## config.mk

```make
export PLATFORM = sky130hd
export DESIGN_NAME = swcr_span
export DESIGN_NICKNAME = d
export VERILOG_FILES = /design/src/rtl/swcr_pkg.sv /design/src/rtl/swcr_span.sv
export SDC_FILE = /design/constraint.sdc
export NUM_CORES = 1
export LEC_CHECK = 0
export BUFFER_PORTS_ARGS = -buffer_cell sky130_fd_sc_hd__buf_2
export CORE_AREA = 4 4 88 90
export DETAILED_ROUTE_END_ITERATION = 8
export DIE_AREA = 0 0 92 94
export GPL_TIMING_DRIVEN = 0
export PLACE_DENSITY = 0.81
export SYNTH_ARGS = -nofsm -noshare
export SYNTH_HDL_FRONTEND = slang
export SYNTH_SLANG_ARGS = --single-unit
```

## constraint.sdc

```tcl
create_clock -name vclk -period 5.7
set_input_delay 1.71 -clock vclk [all_inputs]
set_output_delay 1.71 -clock vclk [all_outputs]
set_load 0.03 [all_outputs]
```

## src/rtl/swcr_pkg.sv

```systemverilog
// shared types, codes and helpers for the sector wall column rasterizer
// no dependencies; imported by every rtl file of the block but swcr_ram
package swcr_pkg;

    // default sizes of the line store and the fixed point format
    localparam int DEF_COLUMNS   = 256;
    localparam int DEF_SECTORS   = 4;
    localparam int DEF_FRAC_BITS = 8;

    // surface modes carried in tuser
    localparam logic [2:0] KIND_NONE         = 3'd0;
    localparam logic [2:0] KIND_STORE_BOTTOM = 3'd1;
    localparam logic [2:0] KIND_STORE_TOP    = 3'd2;
    localparam logic [2:0] KIND_FILL_BOTTOM  = 3'd3;
    localparam logic [2:0] KIND_FILL_TOP     = 3'd4;

    // register select bit of the configuration port
    localparam logic REG_WIDTH  = 1'b0;
    localparam logic REG_HEIGHT = 1'b1;

    // register reset values
    localparam logic [8:0] WIDTH_RESET  = 9'd160;
    localparam logic [8:0] HEIGHT_RESET = 9'd120;

    // payload packing
    localparam int IN_TDATA_W  = 224;
    localparam int OUT_TDATA_W = 56;

    // one vertical span on its way to the output
    typedef struct packed {
        logic        valid;
        logic [7:0]  column;
        logic [7:0]  start;
        logic [7:0]  stop;
        logic [31:0] color;
    } span_t;

    // screen dimension saturated to [2, 256]
    function automatic logic [8:0] sat_dim(input logic [8:0] v);
        logic [8:0] r;
        r = v;
        if (v < 9'd2)
        begin
            r = 9'd2;
        end
        else if (v > 9'd256)
        begin
            r = 9'd256;
        end
        return r;
    endfunction

endpackage

```

## src/rtl/swcr_span.sv

```systemverilog
// span builder: fill span from the stored line, then the wall span
// depends on swcr_pkg for kind codes and span_t
module swcr_span #(
    parameter int FRAC_BITS = 8
) (
    input  logic [2:0]            kind,
    input  logic                  live,
    input  logic [7:0]            line,
    input  logic [FRAC_BITS+7:0]  yb,
    input  logic [FRAC_BITS+7:0]  yt,
    input  logic [7:0]            column,
    input  logic [31:0]           wall_color,
    input  logic [31:0]           fill_color,
    output swcr_pkg::span_t       slot_a,
    output swcr_pkg::span_t       slot_b
);

    import swcr_pkg::*;

    localparam int CW = FRAC_BITS + 8;

    logic [CW:0]  yb_up;
    logic [CW:0]  yt_up;
    logic [7:0]   yb_floor;
    logic [7:0]   yb_ceil;
    logic [7:0]   yt_floor;
    logic [7:0]   yt_ceil;
    span_t        fill;
    span_t        wall;

    // floor and ceiling rows of both edges
    assign yb_up    = (CW+1)'(yb) + (CW+1)'((1 << FRAC_BITS) - 1);
    assign yt_up    = (CW+1)'(yt) + (CW+1)'((1 << FRAC_BITS) - 1);
    assign yb_floor = yb[FRAC_BITS +: 8];
    assign yt_floor = yt[FRAC_BITS +: 8];
    assign yb_ceil  = yb_up[FRAC_BITS +: 8];
    assign yt_ceil  = yt_up[FRAC_BITS +: 8];

    // fill span by mode
    always_comb
    begin
        fill.column = column;
        fill.color  = fill_color;
        fill.start  = line;
        fill.stop   = yb_ceil;
        fill.valid  = 1'b0;
        case (kind)
            KIND_FILL_BOTTOM:
            begin
                fill.start = line;
                fill.stop  = yb_ceil;
                fill.valid = live && (yb_ceil > line);
            end
            KIND_FILL_TOP:
            begin
                fill.start = yt_floor;
                fill.stop  = line;
                fill.valid = live && (line > yt_floor);
            end
            default:
            begin
                fill.valid = 1'b0;
            end
        endcase
    end

    // wall span between the edges
    always_comb
    begin
        wall.column = column;
        wall.color  = wall_color;
        wall.start  = yb_floor;
        wall.stop   = yt_ceil;
        wall.valid  = live && (yt_ceil > yb_floor);
    end

    // compact into emission order
    always_comb
    begin
        if (fill.valid)
        begin
            slot_a = fill;
            slot_b = wall;
        end
        else
        begin
            slot_a = wall;
            slot_b = wall;
            slot_b.valid = 1'b0;
        end
    end

endmodule

```

# [After elaboration in Yosys (flattened, before gate mapping)]
# Cells that the tools add are included.
[word_totals] in_bits=116 elab_cells=14 output_inout_bits=114 register_bits=0
[classes] order_cmp=3 n_addsub=2 muxes=4 n_reduce_logical=3 n_eq_ne=2
[op_table] operator="two-way mux 57 bit" n=2
[op_table] operator="adder 16 x 8 -> 16 bit, second input constant" n=2
[op_table] operator="> comparator 8 bit" n=3
[op_table] operator="two-way mux 16 bit" n=1
[op_table] operator="== test 3 x 2 -> 1 bit, second input constant" n=1
[op_table] operator="== test 3 bit, second input constant" n=1
[op_table] operator="logical AND 1 bit" n=3
[op_table] operator="one-hot mux 1 bit (2 select lines)" n=1

# [Logic depth before layout (Yosys ltp)]
[logic_depth] word_depth=5 mapped_depth=11 depth_no_buf=11

# [Worst setup path before layout]
# OpenSTA, ideal clock, no wires.
[synth_timing] path_type="in2out" from="input port yb[7]" to="output port slot_a[39] in the netlist's numbering" slack_ns=-0.574 required_time_ns=3.990 path_stages=10 arrival_ns=4.564 n_path_buf=1 cell_sequence="nor4_4 > a211oi_4 > and3_1 > or2_2 > ha_1 > and4_1 > o31ai_1 > a2bb2oi_2 > buf_2 > mux2i_1"
[synth_rtl] element="from (decl)" line_no="swcr_span.sv:9" source="input logic [FRAC_BITS+7:0] yb,"
[synth_rtl] element="to (decl)" line_no="swcr_span.sv:14" source="output swcr_pkg::span_t slot_a,"

==> impl_metrics.py <==
metrics = {
    "place": {
        "dp_hpwl_microns": 7809,
        "gp_congestion": 0.8872,
        "place_ws_ps": -712.1,
        "place.port_buffers": 222,
        "numPlacedInstances": 585,
    },
    "sta": {
        "maxSlewHeadroom_pct": 64.29,
        "holdWs_ps": 3671,
        "fmax_mhz": 160.4,
        "finalCritPeriodShare_pct": 109.4,
        "setup_violations": 50,
        "hold_viol": 0,
        "maxSlewViolCount": 0,
        "fin_crit_ps": 6236,
        "tightestPinTransition_ps": 530.1,
        "rsz0062_at_grt": "yes",
        "finalWorstSetupSlack_ps": -535.7,
    },
    "global_route": {
        "grt_util_all_layers_pct": 19.50,
        "grt_pass1_wl_microns": 13910,
        "antenna_found_initial": 0,
        "grt_max_degree": 11,
        "globalRoute.totalOverflow": 0,
        "grt_pass1_vias": 2874,
    },
    "logic_synthesis": {
        "syn_area_sq_um": 2175,
        "ys_warn_count": 0,
        "synth_top_cells_by_count": "60 x buf_4, 38 x mux2_1, 25 x inv_1, 24 x ha_1, 15 x mux2i_1",
        "yosys.area.top_type": "buf_4",
        "synth_top_cells_by_area": "buf_4 21%, mux2_1 20%, ha_1 14%, mux2i_1 6.9%, xnor2_1 5.6%",
        "yosysMostFrequentCell": "buf_4",
        "synth_cells": 264,
        "mappedNetlistNets": 404,
        "synth_cell_types": 36,
        "syn_avg_cell_area_sq_um": 8.237,
        "synth_top_area_share_pct": 20.71,
        "ys_seq_area_share_pct": 0,
    },
    "min_path": {
        "min_path_cells": 2,
        "hold_path_end": "slot_a[49]",
        "hold_path_startpoint": "column[1]",
        "hp-class": "in -> out",
    },
    "cells_and_area": {
        "seq_cells": 0,
        "instances_no_fill": 594,
        "finalNetCount": 637,
        "area.growth.synth_to_final_pct": 100.9,
        "clockBufferCount": 0,
        "layout-drive-gt1-share_pct": 75.35,
        "diodes": 0,
        "fillers": 581,
        "seq_area_sq_um": 0,
        "multi_input_area_sq_um": 2008,
    },
    "setup_path": {
        "critPathMaxStageDelay_ps": 440,
        "worstPathRequired_ps": 3990,
        "slowest_stage": "a211oi_4",
        "critPathKind": "in -> out",
        "cp_cell_sequence": "buf_6 > nor4_4 > buf_4 > a211oi_4 > a21oi_2 > or2_4 > ha_4 > a211oi_2 > nor2_2 > and4bb_2 > a2bb2oi_4 > buf_12 > buf_12 > mux2_4 > buf_6",
        "cp_top_family": "compound AO/OA/AOI/OAI gates",
        "endpoint_kind": "output pin",
        "cp_num_buf_inv": 5,
        "cp-start-kind": "primary input",
        "crit_fanout": 10,
        "worst-endpoint-arrival_ps": 4530,
    },
    "routing": {
        "drt_iter0_drc": 49,
        "drc": 0,
        "dr.pass1.iters": 4,
        "ant_nets": 0,
        "routed_wl_microns": 9689,
        "vias": 2794,
        "viasPerCell": 4.704,
        "wire_per_inst_microns": 16.31,
    },
    "pwr": {
        "total_power_mw": 0.4448,
        "switchingPower_mw": 0.2351,
        "clkPwrFrac_pct": 0,
        "irDropWorstVdd_v": 0.00006344,
        "switching_share_pct": 52.85,
        "powerDensity_nw_per_um2": 101.8,
        "p_seq_share_pct": 0,
        "p_comb_share_pct": 100.0,
        "internal_power_mw": 0.2097,
        "power.leakage_nw": 2.411,
    },
    "die": {
        "coreArea_sq_um": 7059,
        "die_area_sq_um": 8648,
        "die_w_microns": 92,
        "die_height_microns": 94,
        "initial_core_util_pct": 30.80,
        "ios": 230,
        "rows": 31,
    },
    "outcome": {
        "status": "complete, but fails checks",
        "violations": "negative setup slack",
    },
    "job": {
        "maxCapViolations": 0,
    },
}
-- power groups by stage --
stage,clock [mW],sequential [mW],combinational (mW)
floorplan,0,0,0.266
global placement,0,0,0.376
detailed placement,0,0,0.384
CTS,0,0,0.429
global route,0,0,0.470
finish,0,0,0.445
-- kinds of logic (layout without fill, tap and decap cells) --
logic type      count (synthesis)  count (layout)  synth area share [%]
fa+ha+maj                      24              24                 13.81
compound gates                 35              35                 11.28
mux                            60              60                 30.21
simple gates                   43              43                 13.35
buf+inv                        88             319                 25.72
xor+xnor                       14              14                 5.639
-- timing repair --
action	CTS	global route
cloned	1	1
endpoints found under the setup margin	50	50
gates resized for setup	112	28
hold buffers	0	0
pin swaps	11	7
hold endpoints to repair	0	0
setup buffers	5	2
-- cell usage in the layout (no fill, tap or decap), types with 2 or more instances in the layout --
master    netlist  routed
a21o_1          2       2
mux2i_1        15       6
mux2_4          0      39
a21oi_4         0       2
and4_1          3       2
nor2b_1         3       3
buf_12          0       5
nor4_4          2       2
inv_1          25      25
a21oi_1        12       9
nand3_1         5       4
o21ai_0         4       3
ha_1           24      23
nand4_1         5       5
mux2i_4         0       9
nor2_1          4       3
xnor2_2         0       3
buf_4          60      62
mux2_2          7       6
nand2_1         8       8
o21a_1          3       3
a211oi_1        4       3
nor4_2          0       2
o211ai_1        3       3
and3_1          3       2
buf_16          0       2
buf_6           0      58
buf_2           3     164
xnor2_1        14      11
-- metrics by stage --
stage               TNS, ps  area (sq um)  util (%)
floorplan             -8028          2522         -
global placement     -30740          3757     53.23
detailed placement   -33810          3757     53.23
CTS                  -22980          4218     59.75
global route         -29130          4368     61.88
finish               -25000          4368     61.88
-- area by class of cell --
type / count / area share (%)
tap: 99 / 2.836
inverter: 25 / 2.148
timing repair buffer: 231 / 36.72
buffer: 63 / 12.32
multi-input combinational: 176 / 45.98
-- routing by layer --
metal | vias to the layer above | track usage, % | wire [microns]
met5 | - | 0 | 0
met4 | 0 | 3.094 | 99
met3 | 10 | 4.006 | 762
met2 | 144 | 38.44 | 5261
met1 | 1290 | 21.67 | 3565
li1 | 1350 | - | -
-- worst max-delay path by stage --
stage | from | end | slack (ps) | cells after the start
2_1_floorplan | yb[0] | slot_a[39] | -170 | 11
3_3_place_gp | yb[4] | slot_a[38] | -650 | 13
3_5_place_dp | yb[0] | slot_a[37] | -710 | 12
4_1_cts | yb[3] | slot_a[47] | -490 | 15
5_1_grt | yb[7] | slot_a[17] | -610 | 14
6_report | yb[1] | slot_a[17] | -540 | 15
Power figures use the tool's default switching activity.
