===== src/rtl/swcr_pkg.sv =====
// shared types, codes and helpers for the sector wall column rasterizer
// no dependencies; imported by every rtl file of the block but swcr_ram
package swcr_pkg;

    // default sizes of the line store and the fixed point format
    localparam int DEF_COLUMNS   = 256;
    localparam int DEF_SECTORS   = 4;
    localparam int DEF_FRAC_BITS = 8;

    // surface modes carried in tuser
    localparam logic [2:0] KIND_NONE         = 3'd0;
    localparam logic [2:0] KIND_STORE_BOTTOM = 3'd1;
    localparam logic [2:0] KIND_STORE_TOP    = 3'd2;
    localparam logic [2:0] KIND_FILL_BOTTOM  = 3'd3;
    localparam logic [2:0] KIND_FILL_TOP     = 3'd4;

    // register select bit of the configuration port
    localparam logic REG_WIDTH  = 1'b0;
    localparam logic REG_HEIGHT = 1'b1;

    // register reset values
    localparam logic [8:0] WIDTH_RESET  = 9'd160;
    localparam logic [8:0] HEIGHT_RESET = 9'd120;

    // payload packing
    localparam int IN_TDATA_W  = 224;
    localparam int OUT_TDATA_W = 56;

    // one vertical span on its way to the output
    typedef struct packed {
        logic        valid;
        logic [7:0]  column;
        logic [7:0]  start;
        logic [7:0]  stop;
        logic [31:0] color;
    } span_t;

    // screen dimension saturated to [2, 256]
    function automatic logic [8:0] sat_dim(input logic [8:0] v);
        logic [8:0] r;
        r = v;
        if (v < 9'd2)
        begin
            r = 9'd2;
        end
        else if (v > 9'd256)
        begin
            r = 9'd256;
        end
        return r;
    endfunction

endpackage


===== src/rtl/swcr_div.sv =====
// pipelined restoring divider on magnitudes, one quotient bit per stage
// depends on swcr_pkg; an oversized quotient is reported through the overflow flag
module swcr_div #(
    parameter int PMW = 51,
    parameter int AW  = 26,
    parameter int QW  = 25
) (
    input  logic           clk,
    input  logic [QW:0]    en,
    input  logic [PMW-1:0] num,
    input  logic [AW-1:0]  den,
    input  logic           neg,
    output logic [QW-1:0]  quot,
    output logic           ovf,
    output logic           neg_out
);

    import swcr_pkg::*;

    localparam int CMPW = ((PMW > AW + QW) ? PMW : AW + QW) + 1;

    logic [CMPW-1:0] rem_reg [QW+1];
    logic [AW-1:0]   den_reg [QW+1];
    logic [QW-1:0]   quot_reg [QW+1];
    logic [QW:0]     ovf_reg;
    logic [QW:0]     neg_reg;

    // entry stage: overflow when the quotient needs more than QW bits
    always_ff @(posedge clk)
    begin
        if (en[0])
        begin
            rem_reg[0]  <= CMPW'(num);
            den_reg[0]  <= den;
            quot_reg[0] <= '0;
            ovf_reg[0]  <= CMPW'(num) >= (CMPW'(den) << QW);
            neg_reg[0]  <= neg;
        end
    end

    // one trial subtraction per stage, msb first
    for (genvar j = 1; j <= QW; j++)
    begin : g_step
        localparam int SH = QW - j;
        logic [CMPW-1:0] shifted;
        logic            ge;

        assign shifted = CMPW'(den_reg[j-1]) << SH;
        assign ge      = rem_reg[j-1] >= shifted;

        always_ff @(posedge clk)
        begin
            if (en[j])
            begin
                rem_reg[j]  <= ge ? rem_reg[j-1] - shifted : rem_reg[j-1];
                den_reg[j]  <= den_reg[j-1];
                quot_reg[j] <= quot_reg[j-1] | (QW'(ge) << SH);
                ovf_reg[j]  <= ovf_reg[j-1];
                neg_reg[j]  <= neg_reg[j-1];
            end
        end
    end

    assign quot    = quot_reg[QW];
    assign ovf     = ovf_reg[QW];
    assign neg_out = neg_reg[QW];

endmodule


===== config.mk =====
export PLATFORM = sky130hd
export DESIGN_NAME = swcr_div
export DESIGN_NICKNAME = d
export VERILOG_FILES = /design/src/rtl/swcr_pkg.sv /design/src/rtl/swcr_div.sv
export SDC_FILE = /design/constraint.sdc
export NUM_CORES = 2
export LEC_CHECK = 0
export BUFFER_PORTS_ARGS = -buffer_cell sky130_fd_sc_hd__buf_2
export CORE_ASPECT_RATIO = 0.9
export CORE_MARGIN = 2
export CORE_UTILIZATION = 45
export DETAILED_ROUTE_END_ITERATION = 8
export GPL_TIMING_DRIVEN = 0
export PLACE_DENSITY_LB_ADDON = 0.12
export SETUP_SLACK_MARGIN = 0.02
export SYNTH_ARGS = -nofsm -noshare
export SYNTH_HDL_FRONTEND = slang
export SYNTH_SLANG_ARGS = --single-unit

===== constraint.sdc =====
create_clock -name clk -period 4.8 [get_ports clk]
set_input_delay 0.96 -clock clk [delete_from_list [all_inputs] [get_ports clk]]
set_output_delay 0.96 -clock clk [all_outputs]
set_load 0.005 [all_outputs]

* Word-level counts from Yosys, hierarchy flattened
Memories as Yosys holds them, arrays and structs flattened.
Index checks and enable logic that the tools add are counted.
Widths: inputs -> output; s select.
** Operators by class
- Add/sub/neg operators :: 25
- Bitwise operators :: 25
- Order comparisons :: 26
- Muxes and demuxes :: 77
** Operator list (number)
- $mux 52 :: 25
- $ge 52x26->1 :: 1
- $ge 52x27->1 :: 1
- $ge 52x28->1 :: 1
- $ge 52x29->1 :: 1
- $ge 52x30->1 :: 1
- $ge 52x31->1 :: 1
- $ge 52x32->1 :: 1
- $ge 52x33->1 :: 1
- $ge 52x34->1 :: 1
- $ge 52x35->1 :: 1
- $ge 52x36->1 :: 1
- $ge 52x37->1 :: 1
- $ge 52x38->1 :: 1
- $ge 52x39->1 :: 1
- $ge 52x40->1 :: 1
- $ge 52x41->1 :: 1
- $ge 52x42->1 :: 1
- $ge 52x43->1 :: 1
- $ge 52x44->1 :: 1
- $ge 52x45->1 :: 1
- $ge 52x46->1 :: 1
- $ge 52x47->1 :: 1
- $ge 52x48->1 :: 1
- other kinds (54) :: 105
** Word-level totals
- Input bits :: 105
- Memories :: 3
- Logic and storage cells :: 208
- RAM bits :: 2678
- Register bits after elaboration :: 52
- Output and inout bits :: 27
** Memories
- rem_reg :: depth 26, bits a word 52, rd ports 25, clocked after Yosys merged registers in 0, wr ports 26, line swcr_div.sv:22 : logic [CMPW-1:0] rem_reg [QW+1];
- den_reg :: depth 26, bits a word 26, rd ports 25, clocked after Yosys merged registers in 0, wr ports 26, line swcr_div.sv:23 : logic [AW-1:0] den_reg [QW+1];
- quot_reg :: depth 26, bits a word 25, rd ports 26, clocked after Yosys merged registers in 0, wr ports 26, line swcr_div.sv:24 : logic [QW-1:0] quot_reg [QW+1];

* Longest topological paths before layout
An unclocked memory read counts as a cell.
- Depth after elaboration :: 3
- Mapped depth :: 15

* Worst setup path before layout
OpenSTA, ideal clock, no wires.
- Kind :: register to register
- From :: memory rem_reg[0][177] (netlist bit)
- To :: memory rem_reg[0][259] (netlist bit) (data pin)
- Required time :: 4.534 ns
- Cell stages (with the launch flop) :: 15
- Arrival :: 3.522 ns
- Setup time :: 0.266 ns
- Slack :: 1.012 ns
- Cell sequence :: edfxtp_1 -> inv_1 -> ha_1 -> inv_1 -> fa_1 -> a211o_1 -> a2111oi_0 -> o32ai_1 -> o41a_1 -> a31oi_1 -> a211oi_1 -> a221o_1 -> a21o_1 -> nor3_1 -> xor2_1
** RTL lines (line)
- from (decl) :: swcr_div.sv:22

==> results by group <==
Status
  • Status: finished with violations
  • Violated checks: DRC

Detailed routing
  • Count of antenna-violating nets left after detailed routing: 0
  • Routed via count: ~81,000
  • Post-Route WL: roughly 330 mm
  • Number of design rule violations left after detail routing: 7
  • Wire length per cell: roughly 23 µm
  • Via density per instance: around 5.7
  • Count of routing violations after the opening detailed-route iteration: about 7,400
  • 1st-pass router iterations: 8

Timing
  • Final number of setup-violating endpoints: 0
  • Final clock period utilization by the worst path: 97.12%
  • Clk_skew: about 54 ps
  • Total count of max-transition violations in the final report: 0
  • Setup repair after global routing missed its margin: false
  • Timing-limited maximum frequency: approximately 0.21 GHz
  • Least-Margin Pin Slew: 1252 ps
  • Endpoints failing hold: 0
  • Worst-case headroom to the max-slew limit: roughly 16%
  • Final setup margin: 138.2 ps
  • Total Neg Setup Slack: 0 ps
  • Min Clock Period, post-route: around 4700 ps

Clock network
  • Latest clock arrival within the worst-skew pair: 870 ps
  • Quantity of hold-fixing buffers added after cts: 0
  • Master cell of the clock root buffer: clkbuf_16
  • Number of buffers added for setup after CTS: 0
  • Number of sinks driven by the clock tree: ~2,300
  • Clock input transition at the sequential cells of the worst setup and hold paths: 60 ps
  • CTS tree: yes
  • H-Tree Depth: 5
  • Number of CTS-inserted buffers: between 200 and 300
  • Resized cells post-CTS: 26
  • Largest buffer count on any clock path: 4

Logic synthesis
  • Count of unique library cells instantiated by Yosys: 92
  • Cell taking the most area after synthesis: edfxtp_1
  • Area share of the largest cell type after synthesis: roughly 60%
  • Post-Syn Area per Cell: between 10 and 15 µm²
  • Fraction of synthesis flops using an asynchronous set or reset pin: 0%
  • Synth Net Count: 10,940
  • Most numerous cell types in the synthesized netlist: 2,326 x edfxtp_1, 870 x inv_1, 772 x a21oi_1
  • Area of the mapped netlist: around 0.12 mm²
  • Post-synthesis instance total: 10,130
  • Yosys synthesis warning count: 0
  • Flip-flop and latch count after synthesis: between 2,000 and 2,500
  • Part of the Yosys area used for sequential elements: roughly three fifths
  • Count leader, synth: edfxtp_1
  • EDFF count, synth: between 2,000 and 2,500
  • Most used flip-flop cell after synthesis: edfxtp_1
  • Cell types with the largest area share after synthesis: edfxtp_1 58%, ha_1 7.1%, a21oi_1 3.2%, xnor2_1 3.2%, xor2_1 2.9%

Placed design
  • Placer congestion estimate: ~0.9
  • Post-DP HPWL: ~260 mm
  • IO Port Bufs: around 130
  • Worst-case setup slack after placement: -1066 ps

Floorplanning
  • Number of cell rows: about 180
  • Effective utilization at floorplan: between 40% and 50%
  • Count of pins on the block boundary: 132
  • Width of the die: approximately 550 µm
  • Core ar.: ~0.26 mm²
  • Overall die height: 492.9 µm
  • Floorplan die area: ~0.27 mm²

Finish
  • Flip-flop count of the largest register, all copies and words added: 1,299
  • Fin nets: roughly 11,000
  • Layout-stage area growth over the synthesis result: 12.06%
  • Proportion of layout cells with a drive suffix above 1: under 10%

Pwr
  • Sequential group share of total power: 39.8%
  • Leakage power summed over all cells: between 50 and 60 nW
  • Power per cell area: 589.6 mW/mm²
  • Peak supply drop: 0.3328 mV
  • Net switching share of the total power: ~36%
  • Fraction of power consumed by the clock network: 24.9%
  • Relative contribution of combinational cells to total power: about a third
  • Internal power contribution: 0.05076 W
  • Net load switching power: 0.02821 W

Critical path
  • Critical Path RT: approximately 5400 ps
  • Crit end category: register
  • Category of the most critical setup path: reg2reg
  • CP Max Fanout: 10
  • Type of origin of the critical path: register
  • CP arrival: about 5200 ps

Global routing
  • Aggregate global-route resource usage: between 20 and 25%
  • Largest net degree at the start of global routing: 91
  • Wire length of the first global-routing pass: 494.7 mm
  • Residual overflow from global routing: 0
  • Via count of the first global-routing pass: approximately 80,000
  • Antenna violations before repair: 18

Run
  • Max-cap violation count: 0

Min path
  • Worst min-delay path category: in2reg
==> layer usage <==
layer	GRT usage (%)	share of wire [%]	wire length (µm)
met5	0	0	0
met4	7.171	2.9	9741
met3	2.917	5.4	17970
met2	38.59	46	150600
met1	34.56	46	151900
==> stage by stage <==
stage	std cells	util, %	area [µm²]	hold slack (ps)	total power (W)
2_1_floorplan	10130	-	119500	400.3	0.05019
6_report	14280	50.68	133900	277.2	0.07897
3_3_place_gp	13790	47.14	124600	400.6	0.05880
4_1_cts	14280	50.64	133800	221.5	0.07916
3_5_place_dp	13820	47.45	125400	404.5	0.05907
5_1_grt	14280	50.68	133900	247.7	0.08369
==> placed cells by master, fill, tap and decap left out, drive strengths merged, types with 156 or more instances in the layout <==
cell type	n
nand2	725
ha	676
nor3	203
xor2	393
edfxtp	2326
a21o	390
nor2	619
o21ai	594
a21oi	772
xnor2	441
buf	208
nand4	162
clkbuf	538
nand3	156
inv	885
==> power by group through the flow <==
stage | logic, W | clock network [W] | registers [W]
floorplan | 0.0203 | 0 | 0.0299
global placement | 0.0270 | 0 | 0.0318
detailed placement | 0.0273 | 0 | 0.0318
CTS | 0.0276 | 0.0202 | 0.0314
global route | 0.0309 | 0.0209 | 0.0318
finish | 0.0278 | 0.0197 | 0.0315
==> final cells by class <==
class	instances	area (µm²)
Timing Repair Buffer	159	1440
Sequential cell	2326	69850
Fill cell	23130	130400
Clock inverter	143	1446
Buffer	268	1170
Multi-Input combinational cell	6663	45430
Inverter	872	3273
Tap cell	3529	4415
Antenna cell	2	5.005
Clock buffer	320	6902
==> cell families after synthesis <==
logic type	share of synthesized area (%)
compound gates	12.65
fa+ha+maj	7.479
mux	0.8898
buf+inv	3.695
flops	58.44
xor+xnor	6.112
simple gates	10.74
==> worst paths after layout <==
check	from	to	slack, ps	cells past startpoint
setup / recovery	rem_reg[1][344]	rem_reg[1][366]	140	8
hold / removal	den[4]	den_reg[0][4]	280	1
setup reg to reg	rem_reg[1][344]	rem_reg[1][366]	140	8
hold reg to reg	quot_reg[1][149]	quot_reg[1][174]	400	0
==> critical path: stages (launching register included) <==
cell and delay [ps]:
edfxtp_1 520, nor4_1 920, nand3_1 430, or3_1 580
or3_1 380, a21oi_1 360, buf_2 400, buf_1 550
o21ai_0 230
Note: power is estimated with default switching activity, not from simulation.
